### src/sv/rbs_pkg.sv
// rbs_pkg: shared types and constants of the record bubble sorter
// record layout, write-data select codes and controller-to-datapath command
// no dependencies
package rbs_pkg;

	localparam int MAX_RECORDS_DEF = 32;
	localparam int ID_W            = 32;
	localparam int AGE_W           = 8;
	localparam int TAG_W           = 16;

	typedef struct packed {
		logic signed [ID_W-1:0] id;
		logic [AGE_W-1:0]       age;
		logic [TAG_W-1:0]       tag;
	} rec_t;

	typedef enum logic [1:0] {
		WSEL_IN    = 2'd0,
		WSEL_SCAN  = 2'd1,
		WSEL_CARRY = 2'd2
	} wsel_t;

	typedef struct packed {
		logic  wr_en;
		wsel_t wr_sel;
		logic  carry_first;
		logic  carry_scan;
		logic  out_ld;
		logic  out_last;
		logic  out_ovf;
	} cmd_t;

endpackage

### src/sv/rbs_in_if.sv
// rbs_in_if: record input channel, valid/ready with one record per transfer
// depends on rbs_pkg for field widths
interface rbs_in_if;
	logic                           valid;
	logic                           ready;
	logic signed [rbs_pkg::ID_W-1:0] rec_id;
	logic [rbs_pkg::AGE_W-1:0]      rec_age;
	logic [rbs_pkg::TAG_W-1:0]      rec_tag;
	logic                           last_in;

	modport source (output valid, rec_id, rec_age, rec_tag, last_in, input ready);
	modport sink   (input valid, rec_id, rec_age, rec_tag, last_in, output ready);
endinterface

### src/sv/rbs_out_if.sv
// rbs_out_if: sorted record output channel, valid/ready
// depends on rbs_pkg for field widths
interface rbs_out_if;
	logic                           valid;
	logic                           ready;
	logic signed [rbs_pkg::ID_W-1:0] out_id;
	logic [rbs_pkg::AGE_W-1:0]      out_age;
	logic [rbs_pkg::TAG_W-1:0]      out_tag;
	logic                           out_last;
	logic                           out_overflow;

	modport source (output valid, out_id, out_age, out_tag, out_last, out_overflow,
		input ready);
	modport sink   (input valid, out_id, out_age, out_tag, out_last, out_overflow,
		output ready);
endinterface

### src/sv/rbs_datapath.sv
// rbs_datapath: record memory, bubble carry register, key compare, output register
// depends on rbs_pkg; driven by rbs_ctrl commands
module rbs_datapath #(
	parameter int MAX_RECORDS = rbs_pkg::MAX_RECORDS_DEF,
	localparam int IDX_W = $clog2(MAX_RECORDS)
) (
	input  logic                clk,
	input  logic                arst_n,
	input  logic                cfg_we,
	input  logic                cfg_wdata,
	input  rbs_pkg::cmd_t       cmd,
	input  logic [IDX_W-1:0]    wr_addr,
	input  logic [IDX_W-1:0]    rd_addr,
	input  rbs_pkg::rec_t       in_rec,
	output rbs_pkg::rec_t       out_rec,
	output logic                out_last,
	output logic                out_ovf
);

	rbs_pkg::rec_t mem [MAX_RECORDS];
	rbs_pkg::rec_t rd_q;
	rbs_pkg::rec_t carry_q;
	rbs_pkg::rec_t wdata;
	rbs_pkg::rec_t out_rec_q;
	logic          out_last_q;
	logic          out_ovf_q;
	logic          key_q;
	logic          gt;

	// strict greater keeps equal keys in arrival order
	assign gt = key_q ? (carry_q.age > rd_q.age) : (carry_q.id > rd_q.id);

	always_comb begin
		case (cmd.wr_sel)
			rbs_pkg::WSEL_IN:    wdata = in_rec;
			rbs_pkg::WSEL_SCAN:  wdata = gt ? rd_q : carry_q;
			rbs_pkg::WSEL_CARRY: wdata = carry_q;
			default:             wdata = carry_q;
		endcase
	end

	always_ff @(posedge clk) begin
		if (cmd.wr_en) begin
			mem[wr_addr] <= wdata;
		end
		rd_q <= mem[rd_addr];
	end

	always_ff @(posedge clk) begin
		if (cmd.carry_first) begin
			carry_q <= rd_q;
		end else if (cmd.carry_scan && !gt) begin
			carry_q <= rd_q;
		end
		if (cmd.out_ld) begin
			out_rec_q  <= rd_q;
			out_last_q <= cmd.out_last;
			out_ovf_q  <= cmd.out_ovf;
		end
	end

	always_ff @(posedge clk or negedge arst_n) begin
		if (!arst_n) begin
			key_q <= 1'b0;
		end else if (cfg_we) begin
			key_q <= cfg_wdata;
		end
	end

	assign out_rec  = out_rec_q;
	assign out_last = out_last_q;
	assign out_ovf  = out_ovf_q;

endmodule

### src/sv/rbs_ctrl.sv
// rbs_ctrl: sequencer for load, bubble passes and emission
// depends on rbs_pkg; issues commands and addresses to rbs_datapath
module rbs_ctrl #(
	parameter int MAX_RECORDS = rbs_pkg::MAX_RECORDS_DEF,
	localparam int IDX_W = $clog2(MAX_RECORDS),
	localparam int CNT_W = $clog2(MAX_RECORDS + 1)
) (
	input  logic             clk,
	input  logic             arst_n,
	input  logic             in_valid,
	output logic             in_ready,
	input  logic             in_last,
	output logic             out_valid,
	input  logic             out_ready,
	output rbs_pkg::cmd_t    cmd,
	output logic [IDX_W-1:0] wr_addr,
	output logic [IDX_W-1:0] rd_addr
);

	typedef enum logic [7:0] {
		ST_LOAD   = 8'b0000_0001,
		ST_PSTART = 8'b0000_0010,
		ST_PFIRST = 8'b0000_0100,
		ST_SCAN   = 8'b0000_1000,
		ST_PEND   = 8'b0001_0000,
		ST_ERD    = 8'b0010_0000,
		ST_ELD    = 8'b0100_0000,
		ST_EOUT   = 8'b1000_0000
	} state_t;

	localparam logic [CNT_W-1:0] MAX_CNT = CNT_W'(MAX_RECORDS);

	state_t           state_q, state_d;
	logic [CNT_W-1:0] cnt_q, cnt_d, cnt_inc;
	logic             ovf_q, ovf_d;
	logic [IDX_W-1:0] lim_q, lim_d;
	logic [IDX_W-1:0] j_q, j_d;
	logic [IDX_W-1:0] k_q, k_d;
	logic             in_xfer, out_xfer, room, k_last;

	assign in_ready  = (state_q == ST_LOAD);
	assign out_valid = (state_q == ST_EOUT);
	assign in_xfer   = in_valid && in_ready;
	assign out_xfer  = out_valid && out_ready;
	assign room      = (cnt_q < MAX_CNT);
	assign cnt_inc   = cnt_q + CNT_W'(room);
	assign k_last    = ((CNT_W'(k_q) + CNT_W'(1)) == cnt_q);

	always_comb begin
		state_d = state_q;
		cnt_d   = cnt_q;
		ovf_d   = ovf_q;
		lim_d   = lim_q;
		j_d     = j_q;
		k_d     = k_q;
		cmd     = '0;
		cmd.wr_sel = rbs_pkg::WSEL_IN;
		wr_addr = '0;
		rd_addr = '0;
		case (state_q)
			ST_LOAD: begin
				wr_addr = cnt_q[IDX_W-1:0];
				if (in_xfer) begin
					cmd.wr_en = room;
					cnt_d     = cnt_inc;
					if (!room) begin
						ovf_d = 1'b1;
					end
					if (in_last) begin
						k_d   = '0;
						lim_d = IDX_W'(cnt_inc - CNT_W'(1));
						if (cnt_inc >= CNT_W'(2)) begin
							state_d = ST_PSTART;
						end else begin
							state_d = ST_ERD;
						end
					end
				end
			end
			ST_PSTART: begin
				rd_addr = '0;
				state_d = ST_PFIRST;
			end
			ST_PFIRST: begin
				cmd.carry_first = 1'b1;
				rd_addr = IDX_W'(1);
				j_d     = IDX_W'(1);
				state_d = ST_SCAN;
			end
			ST_SCAN: begin
				cmd.wr_en      = 1'b1;
				cmd.wr_sel     = rbs_pkg::WSEL_SCAN;
				cmd.carry_scan = 1'b1;
				wr_addr = j_q - IDX_W'(1);
				if (j_q == lim_q) begin
					state_d = ST_PEND;
				end else begin
					rd_addr = j_q + IDX_W'(1);
					j_d     = j_q + IDX_W'(1);
				end
			end
			ST_PEND: begin
				cmd.wr_en  = 1'b1;
				cmd.wr_sel = rbs_pkg::WSEL_CARRY;
				wr_addr = lim_q;
				if (lim_q > IDX_W'(1)) begin
					lim_d   = lim_q - IDX_W'(1);
					state_d = ST_PSTART;
				end else begin
					state_d = ST_ERD;
				end
			end
			ST_ERD: begin
				rd_addr = k_q;
				state_d = ST_ELD;
			end
			ST_ELD: begin
				cmd.out_ld   = 1'b1;
				cmd.out_last = k_last;
				cmd.out_ovf  = ovf_q;
				state_d = ST_EOUT;
			end
			ST_EOUT: begin
				if (out_xfer) begin
					if (k_last) begin
						cnt_d   = '0;
						ovf_d   = 1'b0;
						state_d = ST_LOAD;
					end else begin
						k_d     = k_q + IDX_W'(1);
						state_d = ST_ERD;
					end
				end
			end
			default: begin
				state_d = ST_LOAD;
			end
		endcase
	end

	always_ff @(posedge clk or negedge arst_n) begin
		if (!arst_n) begin
			state_q <= ST_LOAD;
			cnt_q   <= '0;
			ovf_q   <= 1'b0;
			lim_q   <= '0;
			j_q     <= '0;
			k_q     <= '0;
		end else begin
			state_q <= state_d;
			cnt_q   <= cnt_d;
			ovf_q   <= ovf_d;
			lim_q   <= lim_d;
			j_q     <= j_d;
			k_q     <= k_d;
		end
	end

endmodule

### src/sv/record_bubble_sorter_top.sv
// record_bubble_sorter_top: load one record per cycle, stable bubble sort, emit.
// sort: each pass runs PSTART, PFIRST, SCAN over the unsorted part and PEND,
//   one memory port pair per compare step; each pass is one record shorter
// emission: ERD reads, ELD loads the output register, EOUT holds the record until taken
// throughput: one set at a time, no new record transfer until the last result is taken
// reset: arst_n clears control, count, overflow and key select; record memory is not cleared
module record_bubble_sorter_top #(
	parameter int MAX_RECORDS = rbs_pkg::MAX_RECORDS_DEF,
	localparam int IDX_W = $clog2(MAX_RECORDS)
) (
	input  logic        clk,
	input  logic        arst_n,
	rbs_in_if.sink      records,
	rbs_out_if.source   sorted,
	input  logic        cfg_we,
	input  logic        cfg_wdata
);

	rbs_pkg::cmd_t    cmd;
	rbs_pkg::rec_t    in_rec;
	rbs_pkg::rec_t    out_rec;
	logic [IDX_W-1:0] wr_addr;
	logic [IDX_W-1:0] rd_addr;
	logic             out_last;
	logic             out_ovf;

	// incoming record as one packed word for the memory write port
	assign in_rec.id  = records.rec_id;
	assign in_rec.age = records.rec_age;
	assign in_rec.tag = records.rec_tag;

	// sequencer: counts records, walks bubble passes, steps the emission
	rbs_ctrl #(
		.MAX_RECORDS (MAX_RECORDS)
	) u_ctrl (
		.clk       (clk),
		.arst_n    (arst_n),
		.in_valid  (records.valid),
		.in_ready  (records.ready),
		.in_last   (records.last_in),
		.out_valid (sorted.valid),
		.out_ready (sorted.ready),
		.cmd       (cmd),
		.wr_addr   (wr_addr),
		.rd_addr   (rd_addr)
	);

	// memory, carry register and key compare; output fields come from its register
	rbs_datapath #(
		.MAX_RECORDS (MAX_RECORDS)
	) u_dp (
		.clk       (clk),
		.arst_n    (arst_n),
		.cfg_we    (cfg_we),
		.cfg_wdata (cfg_wdata),
		.cmd       (cmd),
		.wr_addr   (wr_addr),
		.rd_addr   (rd_addr),
		.in_rec    (in_rec),
		.out_rec   (out_rec),
		.out_last  (out_last),
		.out_ovf   (out_ovf)
	);

	assign sorted.out_id       = out_rec.id;
	assign sorted.out_age      = out_rec.age;
	assign sorted.out_tag      = out_rec.tag;
	assign sorted.out_last     = out_last;
	assign sorted.out_overflow = out_ovf;

	// loading and emission never overlap
	a_no_overlap: assert property (@(posedge clk) disable iff (!arst_n)
		!(records.ready && sorted.valid))
		else $error("input ready while a sorted record is shown");

	// a transfer marked last closes the load phase
	a_last_in_closes: assert property (@(posedge clk) disable iff (!arst_n)
		records.valid && records.ready && records.last_in |=> !records.ready)
		else $error("still loading after the last record");

	// the final sorted transfer reopens loading
	a_last_out_reopens: assert property (@(posedge clk) disable iff (!arst_n)
		sorted.valid && sorted.ready && sorted.out_last |=> records.ready && !sorted.valid)
		else $error("not back to loading after the final record");

	// a non-final transfer does not reopen loading
	a_more_follow: assert property (@(posedge clk) disable iff (!arst_n)
		sorted.valid && sorted.ready && !sorted.out_last |=> !records.ready)
		else $error("loading resumed before the set was fully emitted");

endmodule
### src/flat_wrapper.sv
// flat-port wrapper written by rule: the top's interface ports become plain ports
module record_bubble_sorter_top_flat 
#(
	parameter int MAX_RECORDS = rbs_pkg::MAX_RECORDS_DEF,
	localparam int IDX_W = $clog2(MAX_RECORDS)
)
  (clk, arst_n, cfg_we, cfg_wdata, records_valid, records_rec_id, records_rec_age, records_rec_tag, records_last_in, records_ready, sorted_valid, sorted_out_id, sorted_out_age, sorted_out_tag, sorted_out_last, sorted_out_overflow, sorted_ready);
  rbs_in_if records_i ();
  rbs_out_if sorted_i ();
  input  logic clk;
  input  logic arst_n;
  input  logic cfg_we;
  input  logic cfg_wdata;
  input wire logic [$bits(records_i.valid)-1:0] records_valid;
  input wire logic [$bits(records_i.rec_id)-1:0] records_rec_id;
  input wire logic [$bits(records_i.rec_age)-1:0] records_rec_age;
  input wire logic [$bits(records_i.rec_tag)-1:0] records_rec_tag;
  input wire logic [$bits(records_i.last_in)-1:0] records_last_in;
  output wire logic [$bits(records_i.ready)-1:0] records_ready;
  output wire logic [$bits(sorted_i.valid)-1:0] sorted_valid;
  output wire logic [$bits(sorted_i.out_id)-1:0] sorted_out_id;
  output wire logic [$bits(sorted_i.out_age)-1:0] sorted_out_age;
  output wire logic [$bits(sorted_i.out_tag)-1:0] sorted_out_tag;
  output wire logic [$bits(sorted_i.out_last)-1:0] sorted_out_last;
  output wire logic [$bits(sorted_i.out_overflow)-1:0] sorted_out_overflow;
  input wire logic [$bits(sorted_i.ready)-1:0] sorted_ready;
  assign records_i.valid = records_valid;
  assign records_i.rec_id = records_rec_id;
  assign records_i.rec_age = records_rec_age;
  assign records_i.rec_tag = records_rec_tag;
  assign records_i.last_in = records_last_in;
  assign records_ready = records_i.ready;
  assign sorted_valid = sorted_i.valid;
  assign sorted_out_id = sorted_i.out_id;
  assign sorted_out_age = sorted_i.out_age;
  assign sorted_out_tag = sorted_i.out_tag;
  assign sorted_out_last = sorted_i.out_last;
  assign sorted_out_overflow = sorted_i.out_overflow;
  assign sorted_i.ready = sorted_ready;
  record_bubble_sorter_top #(.MAX_RECORDS(MAX_RECORDS)) u_core (.clk(clk), .arst_n(arst_n), .records(records_i), .sorted(sorted_i), .cfg_we(cfg_we), .cfg_wdata(cfg_wdata));
endmodule
### config.mk
export PLATFORM = sky130hd
export DESIGN_NAME = record_bubble_sorter_top_flat
export DESIGN_NICKNAME = d
export VERILOG_FILES = /design/src/sv/rbs_pkg.sv /design/src/sv/rbs_in_if.sv /design/src/sv/rbs_out_if.sv /design/src/sv/rbs_datapath.sv /design/src/sv/rbs_ctrl.sv /design/src/sv/record_bubble_sorter_top.sv /design/src/flat_wrapper.sv
export SDC_FILE = /design/constraint.sdc
export NUM_CORES = 2
export LEC_CHECK = 0
export CELL_PAD_IN_SITES_DETAIL_PLACEMENT = 1
export CELL_PAD_IN_SITES_GLOBAL_PLACEMENT = 1
export CORE_ASPECT_RATIO = 1.5
export CORE_UTILIZATION = 48
export DETAILED_ROUTE_END_ITERATION = 8
export DONT_BUFFER_PORTS = 1
export GPL_TIMING_DRIVEN = 0
export PLACE_DENSITY = 0.73
export REMOVE_ABC_BUFFERS = 1
export SLEW_MARGIN = 20
export SYNTH_ARGS = -nofsm -noshare
export SYNTH_HDL_FRONTEND = slang
export SYNTH_HIERARCHICAL = 1
export SYNTH_SLANG_ARGS = --single-unit
### constraint.sdc
create_clock -name clk -period 8.8 [get_ports clk]
set_clock_uncertainty 0.1 [all_clocks]
set_input_delay 0 -clock clk [delete_from_list [all_inputs] [get_ports clk]]
set_output_delay 0 -clock clk [all_outputs]
set_load 0.005 [all_outputs]
==> run metrics <==
vias in the first global route 40,470; HP Class in -> reg; input/output buffers 0; Cells after Synth 3,321; Clock power frac 36.1%; Max-Cap Viols 0; DR WL/cell 38.04 microns; Die H 492.7 microns; peak supply drop 0.1890 mV; CP Cell Sequence inv_1 > ha_1 > nand4_1 > nor4_2 > o21ai_0 > a31oi_1 > a2bb2o_4 > o31a_2 > buf_16 > buf_16 > buf_16 > o221a_1; Nets 3,707; synth-to-layout area growth 18.53%; initial antenna violation count 9; Unique masters post-synth 72; WP buf/inv 4; crit share post-route 68.74%; multi-input logic area 17,200 sq um; max incr delay on CP 0.97 ns; Pleak 28.21 nW; number of buffers created by CTS 180; Tmin final around 6.0 ns; final worst slack 2.751 ns; core region area 159,000 sq um; Register Area 59,130 sq um; Slew HR between 10% and 20%; outcome complete, but fails checks; combinational share of power about an eighth; final wirelength between 200,000 and 250,000 microns; Fillers 12,980; synthesized area 77,060 sq um; fmax 165.3 MHz; CP startpoint kind register; Final Hold Viols 32; detailed-route via count 38,580; adder-cell area share of the yosys netlist 0.7956%; Post-synth EDFFs 1,906; Ys Warns 6; CTS tree done; worst hold slack -0.01932 ns; Worst EP required around 9 ns; worst-margin pin slew 1.213 ns; H-tree depth 4; maximum fanout along the worst path 32; DRT Pass-1 Iters 9; gr usage total 27.74%; CP Class reg -> reg; largest net degree at the start of global routing 47; Setup WS pre-CTS 3.001 ns; detailed placer's ending HPWL 140,900 microns; DP Cell Count 5,469; synth top area cells edfxtp_1, mux4_2, dfxtp_1; post-synth top area cell edfxtp_1; first-pass GRT wire length roughly 310,000 microns; Starting Density 48.46%; Total Power 22.43 mW; Yosys reg bits 1,993; share of layout cells above drive strength 1 31.79%; I/O pin count 123; crit-path most repeated cell buf_16; CTS resizes 0; area fraction of the dominant cell type after synthesis 74.27%; CTS root buf clkbuf_16; Sw Share between 20% and 30%; Reg power frac 51.1%; CP max-delay cell o221a_1; Syn Area/Cell roughly 23 sq um; post-route ant nets 0; largest family of logic cells by synthesized area multiplexers; Horiz. Die Dim about 330 microns; Seq/Total Area, Yosys between 70% and 80%; Worst-path clk slew 0.06 ns; Synth Area in XOR/XNOR 0.3864%; Psw 5.603 mW; Max Slew Vio Count 0; Cell Rows 179; Critical Path AT between 6 and 7 ns; ys async rst share under 10%; failing checks design-rule violations, negative hold slack; P_int 16.83 mW; DRC Markers 25; clock sink count between 1,500 and 2,000; Via density between 6 and 7; Synth Flop Type edfxtp_1; Compound-Gate Fraction of Synth Area 1.749%; clk_lat worst skew 0.83 ns; pwr dens 245.6 nW/um^2; Crit. End Element register; die area approximately 160,000 sq um; RSZ-0062 raised after global routing false; DR iter-0 viols 5,513; mux share of post-synthesis cell area 17.25%; RePlAce Congestion between 0.7 and 0.8; Crit path max-delay family compound AO/OA/AOI/OAI gates; GR Overflow Total 0; Non-Filler Instances 5,835; Post-Synth Simple-Gate Area 1.729%; Max clock buf depth 3; Final setup viols 0
==> flip-flops by register name, indices dropped and copies added (netlist names), 5 cells and up <==
signal,cells
u_core/u_ctrl/k_q,5
u_core/u_dp/out_rec,56
u_core/u_ctrl/state_q,8
u_core/u_dp/carry_q,56
u_core/u_ctrl/lim_q,5
u_core/u_ctrl/j_q,5
u_core/u_ctrl/cnt_q,6
u_core/u_dp/mem,1792
u_core/u_dp/rd_q,56
==> kinds of logic (layout without fill, tap and decap cells) <==
group | Yosys count | after routing
DFF | 1993 | 1993
muxes | 621 | 621
and+or+nand+nor | 235 | 235
buffers and inverters | 229 | 658
AOI/OAI and AO/OA | 160 | 160
adders and majority gates | 49 | 49
xor gates and xnor gates | 34 | 34
other | 0 | 4
==> repair_timing <==
item / in CTS / in global routing
hold endpoints to repair: 54 / 192
setup endpoints to repair: 0 / 0
hold buffers: 13 / 6
buffers inserted: 0 / 0
==> power by group through the flow <==
| stage | Combinational, mW | Sequential (mW) | Clock (mW) |
|---|---|---|---|
| 5_1_grt | 3.00 | 11.5 | 8.46 |
| 3_3_place_gp | 3.68 | 11.7 | 0 |
| 6_report | 2.87 | 11.5 | 8.10 |
| 3_5_place_dp | 2.75 | 11.6 | 0 |
| 2_1_floorplan | 2.57 | 11.5 | 0 |
| 4_1_cts | 2.85 | 11.5 | 8.20 |
==> area by class of cell <==
cell class / count / share of cell area [%]
sequential: 1993 / 64.74
antenna: 4 / 0.01096
tap: 2081 / 2.851
inverter: 57 / 0.2411
multi-input combinational: 1099 / 18.83
clock buffer: 244 / 5.341
clock inverter: 93 / 1.201
timing repair buffer: 264 / 6.780
==> final timing paths <==
check                                                       endpoint                         start  slack [ns]  cells past startpoint
max in group asynchronous       u_core/u_ctrl/state_q[0]$_DFFE_PN1P_                        arst_n        8.18                      4
worst min register to register      u_core/u_dp/out_rec[5]$_DFFE_PP_   u_core/u_dp/rd_q[5]$_DFF_P_        0.38                      0
worst min-delay path               u_core/u_dp/mem[22][40]$_DFFE_PP_            records_rec_id[16]       -0.02                      2
worst max-delay path               u_core/u_dp/mem[11][14]$_DFFE_PP_  u_core/u_dp/rd_q[33]$_DFF_P_        2.75                     12
worst max register to register     u_core/u_dp/mem[11][14]$_DFFE_PP_  u_core/u_dp/rd_q[33]$_DFF_P_        2.75                     12
min in group asynchronous         u_core/u_ctrl/cnt_q[3]$_DFFE_PN0P_                        arst_n        0.16                      4
==> routing by layer <==
metal  GRT usage, %  part of all wire (%)
met5              0                     0
met4          11.58                   4.4
met3          5.514                   9.6
met2          44.86                    49
met1          36.93                    37
==> placed cells by master, fill, tap and decap left out, types with 6 or more instances in the layout <==
cell              n
edfxtp_1       1906
mux4_2          560
clkbuf_16       183
buf_16          166
buf_12           63
mux2_2           58
dfxtp_1          56
clkbuf_1         54
inv_1            54
or3_1            53
ha_1             49
o221a_1          47
nand2_1          34
nor2_4           32
nor2_1           30
dfrtp_1          30
clkinv_1         29
xnor2_1          23
bufinv_16        22
clkinv_2         22
a21oi_1          21
dlygate4sd3_1    17
nor3_1           17
o21ai_0          14
nand3_1          12
xor2_1           11
nand4_1          11
a22oi_1          11
nand3b_1         10
buf_4             8
o211ai_1          8
clkbuf_8          7
clkinvlp_4        6
a21o_1            6
==> synth_stat cells (all sizes together), types with 2 or more instances <==
master,count
edfxtp,1906
mux4,560
buf,93
clkbuf,78
nor2,62
mux2,58
dfxtp,56
inv,56
or3,53
o221a,52
ha,49
nand2,35
dfrtp,30
xnor2,23
a21oi,21
o21ai,19
nor3,18
nand3,12
nand4,12
a22oi,11
xor2,11
nand3b,10
o211ai,10
a21o,9
a22o,5
nand2b,5
a2111oi,4
a31oi,4
nand4b,4
nor3b,4
nor4,4
o2bb2ai,4
a211oi,3
and2,3
mux2i,3
nor2b,3
o22a,3
o22ai,3
or2,3
or3b,3
a221oi,2
o21ba,2
==> stage by stage <==
stage	util [%]	cell area (sq um)	TNS, ns
after global placement	49.58	78840	-9825.88
final	57.44	91340	0
after detailed placement	53.49	85060	0
after CTS	57.35	91190	0
after floorplan	-	76230	-2932.57
after global routing	57.43	91330	0
Power figures use the tool's default switching activity.
